File: src/hw/rtl/pns_pkg.sv
`default_nettype none

package pns_pkg;

    localparam int DIM_W          = 13;
    localparam int COORD_W        = 12;
    localparam int IDX_W          = 16;
    localparam int PIX_W          = 8;
    localparam int CHAN_W         = 7;
    localparam int APB_AW         = 3;
    localparam int APB_DW         = 32;
    localparam int DIM_MAX        = 4096;
    localparam int OUT_WIDTH_RST  = 640;
    localparam int OUT_HEIGHT_RST = 480;

    typedef enum logic [3:0] {
        ST_CLEAR,
        ST_IDLE,
        ST_RATIO,
        ST_BAND,
        ST_COLUMN,
        ST_ROW,
        ST_READ,
        ST_PAL,
        ST_BLACK
    } pns_state_t;

    typedef enum logic {
        REQ_WRITE = 1'b0,
        REQ_FETCH = 1'b1
    } pns_req_t;

    typedef enum logic {
        REG_OUT_WIDTH  = 1'b0,
        REG_OUT_HEIGHT = 1'b1
    } pns_reg_t;

    typedef struct packed {
        logic busy;
        logic done;
    } pns_div_stat_t;

    typedef struct packed {
        logic [CHAN_W-1:0] red;
        logic [CHAN_W-1:0] green;
        logic [CHAN_W-1:0] blue;
    } pns_rgb_t;

    function automatic logic [DIM_W-1:0] pns_clamp_dim(input logic [DIM_W-1:0] v);
        logic [DIM_W-1:0] r;
        if (v == '0)
        begin
            r = DIM_W'(1);
        end
        else if (v > DIM_W'(DIM_MAX))
        begin
            r = DIM_W'(DIM_MAX);
        end
        else
        begin
            r = v;
        end
        return r;
    endfunction

    // blue-to-white ramp fading back to black, black from 192 up; each channel clamped to 255 and halved
    function automatic pns_rgb_t pns_ramp(input logic [PIX_W-1:0] v);
        pns_rgb_t c;
        logic [PIX_W-1:0] k;
        c = '0;
        k = {2'b00, v[5:0]};
        case (v[7:6])
            2'b00:
            begin
                c.blue = {v[5:0], 1'b0};
            end
            2'b01:
            begin
                c.red   = k[CHAN_W-1:0];
                c.green = k[CHAN_W-1:0];
                c.blue  = (k == '0) ? 7'd127 : CHAN_W'(8'd128 - k);
            end
            2'b10:
            begin
                c.red   = (k == '0) ? 7'd127 : CHAN_W'(8'd128 - {k[6:0], 1'b0});
                c.green = c.red;
                c.blue  = CHAN_W'(8'd64 - k);
            end
            default:
            begin
                c = '0;
            end
        endcase
        return c;
    endfunction

endpackage

`default_nettype wire

File: src/hw/rtl/pns_div.sv
`default_nettype none

module pns_div import pns_pkg::*; #(
    parameter int DVD_W = 22,
    parameter int DVS_W = 13
) (
    input  wire logic             clk,
    input  wire logic             rst_n,
    input  wire logic             start,
    input  wire logic [DVD_W-1:0] dividend,
    input  wire logic [DVS_W-1:0] divisor,
    output logic      [DVD_W-1:0] quotient,
    output pns_div_stat_t         stat
);

    localparam int CNT_W = $clog2(DVD_W + 1);

    logic [DVD_W-1:0] quo_reg, quo_next;
    logic [DVS_W-1:0] rem_reg, rem_next;
    logic [DVS_W-1:0] dvs_reg, dvs_next;
    logic [CNT_W-1:0] cnt_reg, cnt_next;
    logic             busy_reg, busy_next;
    logic             done_reg, done_next;
    logic [DVS_W:0]   shifted;
    logic [DVS_W+1:0] diff;

    // one quotient bit per cycle, restoring
    always_comb
    begin
        shifted   = {rem_reg, quo_reg[DVD_W-1]};
        diff      = {1'b0, shifted} - {2'b00, dvs_reg};
        quo_next  = quo_reg;
        rem_next  = rem_reg;
        dvs_next  = dvs_reg;
        cnt_next  = cnt_reg;
        busy_next = busy_reg;
        done_next = 1'b0;
        if (start)
        begin
            quo_next  = dividend;
            rem_next  = '0;
            dvs_next  = divisor;
            cnt_next  = CNT_W'(DVD_W);
            busy_next = 1'b1;
        end
        else if (busy_reg)
        begin
            if (!diff[DVS_W+1])
            begin
                rem_next = diff[DVS_W-1:0];
                quo_next = {quo_reg[DVD_W-2:0], 1'b1};
            end
            else
            begin
                rem_next = shifted[DVS_W-1:0];
                quo_next = {quo_reg[DVD_W-2:0], 1'b0};
            end
            cnt_next = cnt_reg - CNT_W'(1);
            if (cnt_reg == CNT_W'(1))
            begin
                busy_next = 1'b0;
                done_next = 1'b1;
            end
        end
    end

    always_ff @(posedge clk or negedge rst_n)
    begin
        if (!rst_n)
        begin
            cnt_reg  <= '0;
            busy_reg <= 1'b0;
            done_reg <= 1'b0;
        end
        else
        begin
            cnt_reg  <= cnt_next;
            busy_reg <= busy_next;
            done_reg <= done_next;
        end
    end

    always_ff @(posedge clk)
    begin
        quo_reg <= quo_next;
        rem_reg <= rem_next;
        dvs_reg <= dvs_next;
    end

    assign quotient  = quo_reg;
    assign stat.busy = busy_reg;
    assign stat.done = done_reg;

    a_start_idle: assert property (@(posedge clk) disable iff (!rst_n)
        start |-> !busy_reg)
        else $error("divider started while busy");

    a_busy_count: assert property (@(posedge clk) disable iff (!rst_n)
        busy_reg |-> cnt_reg != '0)
        else $error("divider busy with no steps left");

    a_done_pulse: assert property (@(posedge clk) disable iff (!rst_n)
        done_reg |=> !done_reg)
        else $error("divider done held");

endmodule

`default_nettype wire

File: config.mk
export PLATFORM = sky130hd
export DESIGN_NAME = pns_div
export DESIGN_NICKNAME = d
export VERILOG_FILES = /design/src/hw/rtl/pns_pkg.sv /design/src/hw/rtl/pns_div.sv
export SDC_FILE = /design/constraint.sdc
export NUM_CORES = 1
export LEC_CHECK = 0
export ABC_CLOCK_PERIOD_IN_PS = 4200
export BUFFER_PORTS_ARGS = -buffer_cell sky130_fd_sc_hd__buf_2
export CAP_MARGIN = 15
export CORE_MARGIN = 2
export CORE_UTILIZATION = 45
export CTS_CLUSTER_DIAMETER = 60
export CTS_CLUSTER_SIZE = 40
export DETAILED_ROUTE_END_ITERATION = 6
export GPL_ROUTABILITY_DRIVEN = 0
export HOLD_SLACK_MARGIN = 0.1
export PLACE_DENSITY = 0.69
export SLEW_MARGIN = 20
export SYNTH_ARGS = -nofsm -noshare
export SYNTH_HDL_FRONTEND = slang
export SYNTH_SLANG_ARGS = --single-unit
File: constraint.sdc
create_clock -name clk -period 4.2 [get_ports clk]
set_input_delay 1.26 -clock clk [delete_from_list [all_inputs] [get_ports clk]]
set_output_delay 1.26 -clock clk [all_outputs]
set_load 0.02 [all_outputs]
==> results of run 1 <==
metrics by stage:
stage          utilization, %  instance area [sq um]
2_1_floorplan               -                   2883
3_3_place_gp            51.68                   3244
3_5_place_dp            51.68                   3244
4_1_cts                 53.04                   3329
5_1_grt                 53.04                   3329
6_report                53.04                   3329
layout by cell type (no fill, tap or decap), types with 3 or more instances in the layout:
cell,Yosys,routed
a32oi_1,3,3
mux2_2,21,21
o211ai_1,3,3
xor2_1,4,4
nor2_1,15,15
nand2b_1,10,10
o21ai_0,5,5
xnor2_1,8,8
inv_1,22,22
buf_2,2,61
o311ai_0,4,4
o31ai_1,3,3
dfxtp_1,13,13
dfrtp_1,7,7
a21o_1,3,3
nand3_1,6,6
clkbuf_8,0,5
nand2_1,15,15
edfxtp_1,35,35
ha_1,15,15
o21ai_1,3,3
nor2b_1,3,3
mux2i_1,7,7
a311oi_1,3,3
a211oi_1,4,4
a21oi_1,12,12
buf_4,2,3
nor3_1,5,5
cell families after synthesis:
family                     Yosys count  synth area share, %
and+or+nand+nor                     59                9.896
DFF                                 55                51.56
AOI/OAI and AO/OA                   49                12.02
buffers and inverters               34                5.035
muxes                               28                10.63
adders and majority gates           16                7.205
xor gates and xnor gates            12                3.646
tightest hold or removal path, stage by stage, from the launching register on:
cell and delay (ns):
dfxtp_1 0.35, nand2_1 0.06, o21ai_1 0.05
metal layers:
metal	GRT usage, %	up-vias	routed length [um]
met5	0	-	0
met4	6.158	0	111
met3	3.462	10	169
met2	27.63	29	2693
met1	21.54	973	2495
li1	-	1029	-
cell type report:
| class | instances | area, sq um |
|---|---|---|
| Sequential cell | 55 | 1486 |
| Timing Repair Buffer | 64 | 327.8 |
| Multi-Input combinational cell | 164 | 1251 |
| Fill cell | 605 | 2948 |
| Clock buffer | 6 | 72.57 |
| Inverter | 22 | 82.58 |
| Tap cell | 77 | 96.34 |
| Clock inverter | 2 | 12.51 |
report_power, final:
| group | leakage (nW) | total, mW | switching [mW] | internal [mW] |
|---|---|---|---|---|
| clock | 0.0428 | 0.291 | 0.174 | 0.117 |
| sequential | 0.546 | 0.638 | 0.0201 | 0.618 |
| combinational | 0.875 | 0.187 | 0.102 | 0.0848 |
worst max-delay path by stage:
stage | startpoint | endpoint | slack [ns] | depth (start not counted)
finish | quotient[21] | rem_reg[6] | 1.44 | 9
global route | quotient[21] | rem_reg[5] | 1.14 | 9
CTS | quotient[21] | rem_reg[6] | 1.44 | 9
detailed placement | start | rem_reg[9] | 1.23 | 5
global placement | start | rem_reg[9] | 1.25 | 5
floorplan | start | rem_reg[12] | 1.51 | 7
==> metrics.md, run 1 <==
| Metric | Value |
|---|---|
| Final Hold Viols | `0` |
| Kind of critical path | `flip-flop to flip-flop` |
| Lkg Pwr | `1.463 nW` |
| Number of warnings issued by yosys | `0` |
| WP buf/inv | `1` |
| Max cap viols | `0` |
| Fmax | `362.8 MHz` |
| Period utilization | `65.62%` |
| Hold slack final | `0.4935 ns` |
| Die X | `84.04 um` |
| Placed cell count | `382` |
| Slowest stage delay, CP | `0.83 ns` |
| Initial core utilization | `45.92%` |
| Remaining routing DRC violations | `0` |
| IO Port Bufs | `61` |
| Worst Max-Slew Pin Slew | `0.9277 ns` |
| CP max FO | `21` |
| Hold depth | `2` |
| Synthesis-to-layout area growth | `15.49%` |
| Layout Cells excl Fill | `390` |
| Diodes inserted | `0` |
| TritonCTS clock tree | `built` |
| Seq/Total Area, Yosys | `51.56%` |
| Chip Height | `84.04 um` |
| CP Data Required Time | `4.42 ns` |
| Crit path cell chain | `inv_1 > ha_1 > fa_1 > nand2b_1 > a21o_1 > a21oi_2 > o31ai_4 > mux2i_1 > a211oi_1` |
| Via count | `2041` |
| DP HPWL | `3964 um` |
| Hold buffers post-CTS | `0` |
| Routed wire per std cell | `14.02 um` |
| Top FF cell, synth | `edfxtp_1` |
| CTS clk-pin slew, worst paths | `0.10 ns` |
| Post-Syn Area | `2883 sq um` |
| CP top delay family | `compound AO/OA/AOI/OAI gates` |
| Die area | `7063 sq um` |
| Root buffer cell | `clkbuf_8` |
| Mean post-synth cell area | `11.39 sq um` |
| Final Setup Violations | `0` |
| Total Power | `1.116 mW` |
| Number of synthesized register bits | `55` |
| FF-to-FF path depth | `9` |
| Placeable Area | `6277 sq um` |
| Status | `finished, final reports clean` |
| Initial antenna violation count | `0` |
| Reg2reg setup slack | `1.44 ns` |
| Post-synth EDFFs | `35` |
| Max clock buf depth | `2` |
| Nets | `366` |
| Vias in the first global route | `2030` |
| Final ANT Viol Nets | `0` |
| Total GRT Usage | `16.70%` |
| Post-synth ARST share | `12.73%` |
| Worst Setup End Kind | `flip-flop` |
| Pre-CTS WS | `1.234 ns` |
| Gate Count Post-Synth | `253` |
| Largest net degree at the start of global routing | `31` |
| Hold Path Class | `flip-flop to flip-flop` |
| Num rows | `29` |
| Worst path arrival time | `2.97 ns` |
| Startpoint Class | `flip-flop` |
| Max reg flops | `22` |
| H-Tree Level Count | `2` |
| Synth top area share | `36.46%` |
| FF-to-FF End | `rem_reg[6]` |
| Synth unique cells | `41` |
| Slowest stage cell, crit path | `o31ai_4` |
| RSZ-0062 raised after global routing | `false` |
| Top-count cell post-synth | `edfxtp_1` |
| Total gr overflow | `0` |
| Layout cells sized above 1 | `30.03%` |
| Worst Hold End | `rem_reg[2]` |
| Setup repair bufs after CTS | `0` |
| Synth area leaders | `edfxtp_1 36%, dfxtp_1 9.0%, mux2_2 8.2%` |
| Initial DRC count | `150` |
| Syn nets | `307` |
| TritonRoute pass-1 iters | `4` |
| Worst r2r src | `quotient[21]` |
| Vias/cell | `5.233` |
| Power density over the cells | `335.1 nW/um^2` |
| Slew headroom | `38.15%` |
| Global-route wire length before repair | `9418 um` |
| # IOs | `62` |
| Final wirelength | `5469 um` |
| Period minus WS final | `2.756 ns` |
| Clock Skew | `0.01388 ns` |
| Synth area leader | `edfxtp_1` |
| Total CTS buffers | `5` |
| # clock sinks | `55` |
| Worst setup margin | `1.444 ns` |
| Final Slew Violations | `0` |
| Worst skew pair latency | `0.31 ns` |
| Post-cts sizing count | `0` |
| Sum Neg Setup Slack | `0 ns` |
| Worst vdd ir | `0.1548 mV` |
| Hold Crit Start | `rem_reg[2]` |
| Top post-synthesis cells by count | `35 x edfxtp_1, 22 x inv_1, 21 x mux2_2` |
(Power assumes the default switching activity.)
==> run 2: changes to the inputs <==
ABC_CLOCK_PERIOD_IN_PS = 2300   (was 4200)
PLACE_DENSITY = 0.72   (was 0.69)
clock period = 2.3 ns   (was 4.2 ns; I/O delays follow)
==> run 2 against run 1 <==
Non-clock buffer count grew 8. Critical path depth grew 1. Combinational power rose by 96%. Global-route usage shrank 0.17 points. Critical endpoint unchanged. Largest cell class unchanged.
==> metrics.md, run 2 (synthesis results as in run 1) <==
| Metric | Value |
|---|---|
| Sum Neg Setup Slack | `0 ns (unchanged)` |
| Placeable Area | `6277 sq um (unchanged)` |
| Worst Setup End Kind | `flip-flop (unchanged)` |
| Total gr overflow | `0 (unchanged)` |
| Comb pwr share | `16.1% (was 16.7%)` |
| Root buffer cell | `clkbuf_8 (unchanged)` |
| Max clock buf depth | `2 (unchanged)` |
| Setup repair bufs after CTS | `0 (unchanged)` |
| Synthesis-to-layout area growth | `20.88% (was 15.49%)` |
| Final wirelength | `5634 um (was 5469 um)` |
| Worst Max-Slew Pin Slew | `0.6424 ns (was 0.9277 ns)` |
| Routed wire per std cell | `14.16 um (was 14.02 um)` |
| Largest net degree at the start of global routing | `25 (was 31)` |
| Pre-CTS WS | `0.06032 ns (was 1.234 ns)` |
| IO Port Bufs | `61 (unchanged)` |
| Total GRT Usage | `16.53% (was 16.70%)` |
| Worst setup margin | `0.1235 ns (was 1.444 ns)` |
| Max reg flops | `22 (unchanged)` |
| Initial antenna violation count | `0 (unchanged)` |
| Num rows | `29 (unchanged)` |
| Worst skew pair latency | `0.31 ns (about the same)` |
| Slew headroom | `57.02% (was 38.15%)` |
| Hold slack final | `0.1851 ns (was 0.4935 ns)` |
| # clock sinks | `55 (unchanged)` |
| Via count | `2082 (was 2041)` |
| Switch Pwr | `545.1 uW (was 295.8 uW)` |
| Crit path capture | `rem_reg[6] (unchanged)` |
| Clock Skew | `0.01084 ns (was 0.01388 ns)` |
| # IOs | `62 (unchanged)` |
| Remaining routing DRC violations | `0 (unchanged)` |
| Final Hold Viols | `0 (unchanged)` |
| Period utilization | `94.63% (was 65.62%)` |
| Internal power | `1.733 mW (was 820.0 uW)` |
| Most frequent cells in the layout | `61 x buf_2, 35 x edfxtp_1, 22 x inv_1 (unchanged)` |
| CP Launch Point | `quotient[21] (unchanged)` |
| Final Slew Violations | `0 (unchanged)` |
| TritonCTS clock tree | `built (unchanged)` |
| Reg power frac | `51.0% (was 57.2%)` |
| Reg2reg setup slack | `0.12 ns (was 1.44 ns)` |
| TritonRoute pass-1 iters | `4 (unchanged)` |
| Vias/cell | `5.231 (was 5.233)` |
| Die X | `84.04 um (unchanged)` |
| Vias in the first global route | `2044 (was 2030)` |
| Kind of critical path | `flip-flop to flip-flop (unchanged)` |
| Die area | `7063 sq um (unchanged)` |
| H-Tree Level Count | `2 (unchanged)` |
| Hold Path Class | `input port to asynchronous set/reset pin (was flip-flop to flip-flop)` |
| Initial core utilization | `45.92% (unchanged)` |
| Worst vdd ir | `0.3616 mV (was 0.1548 mV)` |
| Status | `finished, final reports clean (unchanged)` |
| FF-to-FF path depth | `10 (was 9)` |
| CP Data Required Time | `2.52 ns (was 4.42 ns)` |
| Worst path arrival time | `2.39 ns (was 2.97 ns)` |
| Period minus WS final | `2.176 ns (was 2.756 ns)` |
| Startpoint Class | `flip-flop (unchanged)` |
| FF-to-FF End | `rem_reg[6] (unchanged)` |
| Fmax | `459.5 MHz (was 362.8 MHz)` |
| Final Setup Violations | `0 (unchanged)` |
| Lkg Pwr | `1.543 nW (was 1.463 nW)` |
| Nets | `374 (was 366)` |
| Max cap viols | `0 (unchanged)` |
| Final Core Density | `55.51% (was 53.04%)` |
| Clock power share | `32.9% (was 26.1%)` |
| Hold buffers post-CTS | `0 (unchanged)` |
| CP max FO | `10 (was 21)` |
| Initial DRC count | `139 (was 150)` |
| Commonest non-fill, non-tap cell in the layout | `buf_2 (unchanged)` |
| Global-route wire length before repair | `9384 um (was 9418 um)` |
| Final ANT Viol Nets | `0 (unchanged)` |
| Layout cells sized above 1 | `33.33% (was 30.03%)` |
| Worst r2r src | `quotient[21] (unchanged)` |
| Chip Height | `84.04 um (unchanged)` |
| Sw Share | `23.93% (was 26.51%)` |
| Power density over the cells | `653.7 nW/um^2 (was 335.1 nW/um^2)` |
| Diodes inserted | `0 (unchanged)` |
| Total CTS buffers | `5 (unchanged)` |
| CTS clk-pin slew, worst paths | `0.10 ns (about the same)` |
| DP HPWL | `4204 um (was 3964 um)` |
==> run 2: cell count changes in the layout (fill, tap and decap cells not counted), moves of 2 or more <==
cell / previous run / this run
o311ai_1: 0 / 3
buf_4: 3 / 8
bufinv_16: 0 / 2
o311ai_0: 4 / 1
buf_12: 0 / 2
==> run 2: area by class of cell <==
class | instances | area, sq um
Fill cell | 547 | 2793
Timing Repair Buffer | 72 | 416.7
Sequential cell | 55 | 1486
Tap cell | 77 | 96.34
Clock inverter | 2 | 60.06
Clock buffer | 6 | 72.57
Inverter | 22 | 82.58
Multi-Input combinational cell | 164 | 1270
==> run 2: layer usage <==
layer / routed length [um] / part of all wire (%) / GRT usage, %
met4: 66 / 1.2 / 5.425
met2: 2814 / 50 / 28.21
met5: 0 / 0 / 0
met3: 191 / 3.4 / 3.066
met1: 2561 / 45 / 21.11
==> run 2: repair_timing <==
| action | in CTS | in global routing |
|---|---|---|
| gates resized for setup | 0 | 7 |
| setup endpoints to repair | 0 | 10 |
| endpoints found under the hold margin | 0 | 0 |
==> run 2: worst min-delay path by stage <==
stage	endpoint	slack, ns	depth (start not counted)
3_5_place_dp	rem_reg[3]	0.47	2
5_1_grt	cnt_reg[2]	0.19	1
3_3_place_gp	rem_reg[2]	0.46	2
2_1_floorplan	busy_reg	0.39	0
6_report	cnt_reg[2]	0.19	1
4_1_cts	cnt_reg[2]	0.19	1
==> run 2: critical path: stages, from the launching register on <==
cell	delay [ns]
edfxtp_1	0.35
inv_1	0.05
ha_2	0.18
fa_2	0.34
nand2b_4	0.15
a21o_1	0.17
a21oi_2	0.20
o31ai_4	0.12
buf_12	0.17
mux2i_1	0.13
a211oi_1	0.23
==> run 2: metrics by stage <==
stage,area [sq um],instances,power (mW)
4_1_cts,3465,398,2.289
2_1_floorplan,2885,253,1.419
3_5_place_dp,3332,390,1.548
5_1_grt,3485,398,2.371
3_3_place_gp,3332,390,1.537
6_report,3485,398,2.278
==> run 2: power by group through the flow <==
stage	clock network (mW)	logic, mW	registers [mW]
2_1_floorplan	0	0.186	1.23
3_3_place_gp	0	0.355	1.18
3_5_place_dp	0	0.362	1.19
4_1_cts	0.762	0.363	1.16
5_1_grt	0.792	0.406	1.17
6_report	0.749	0.366	1.16
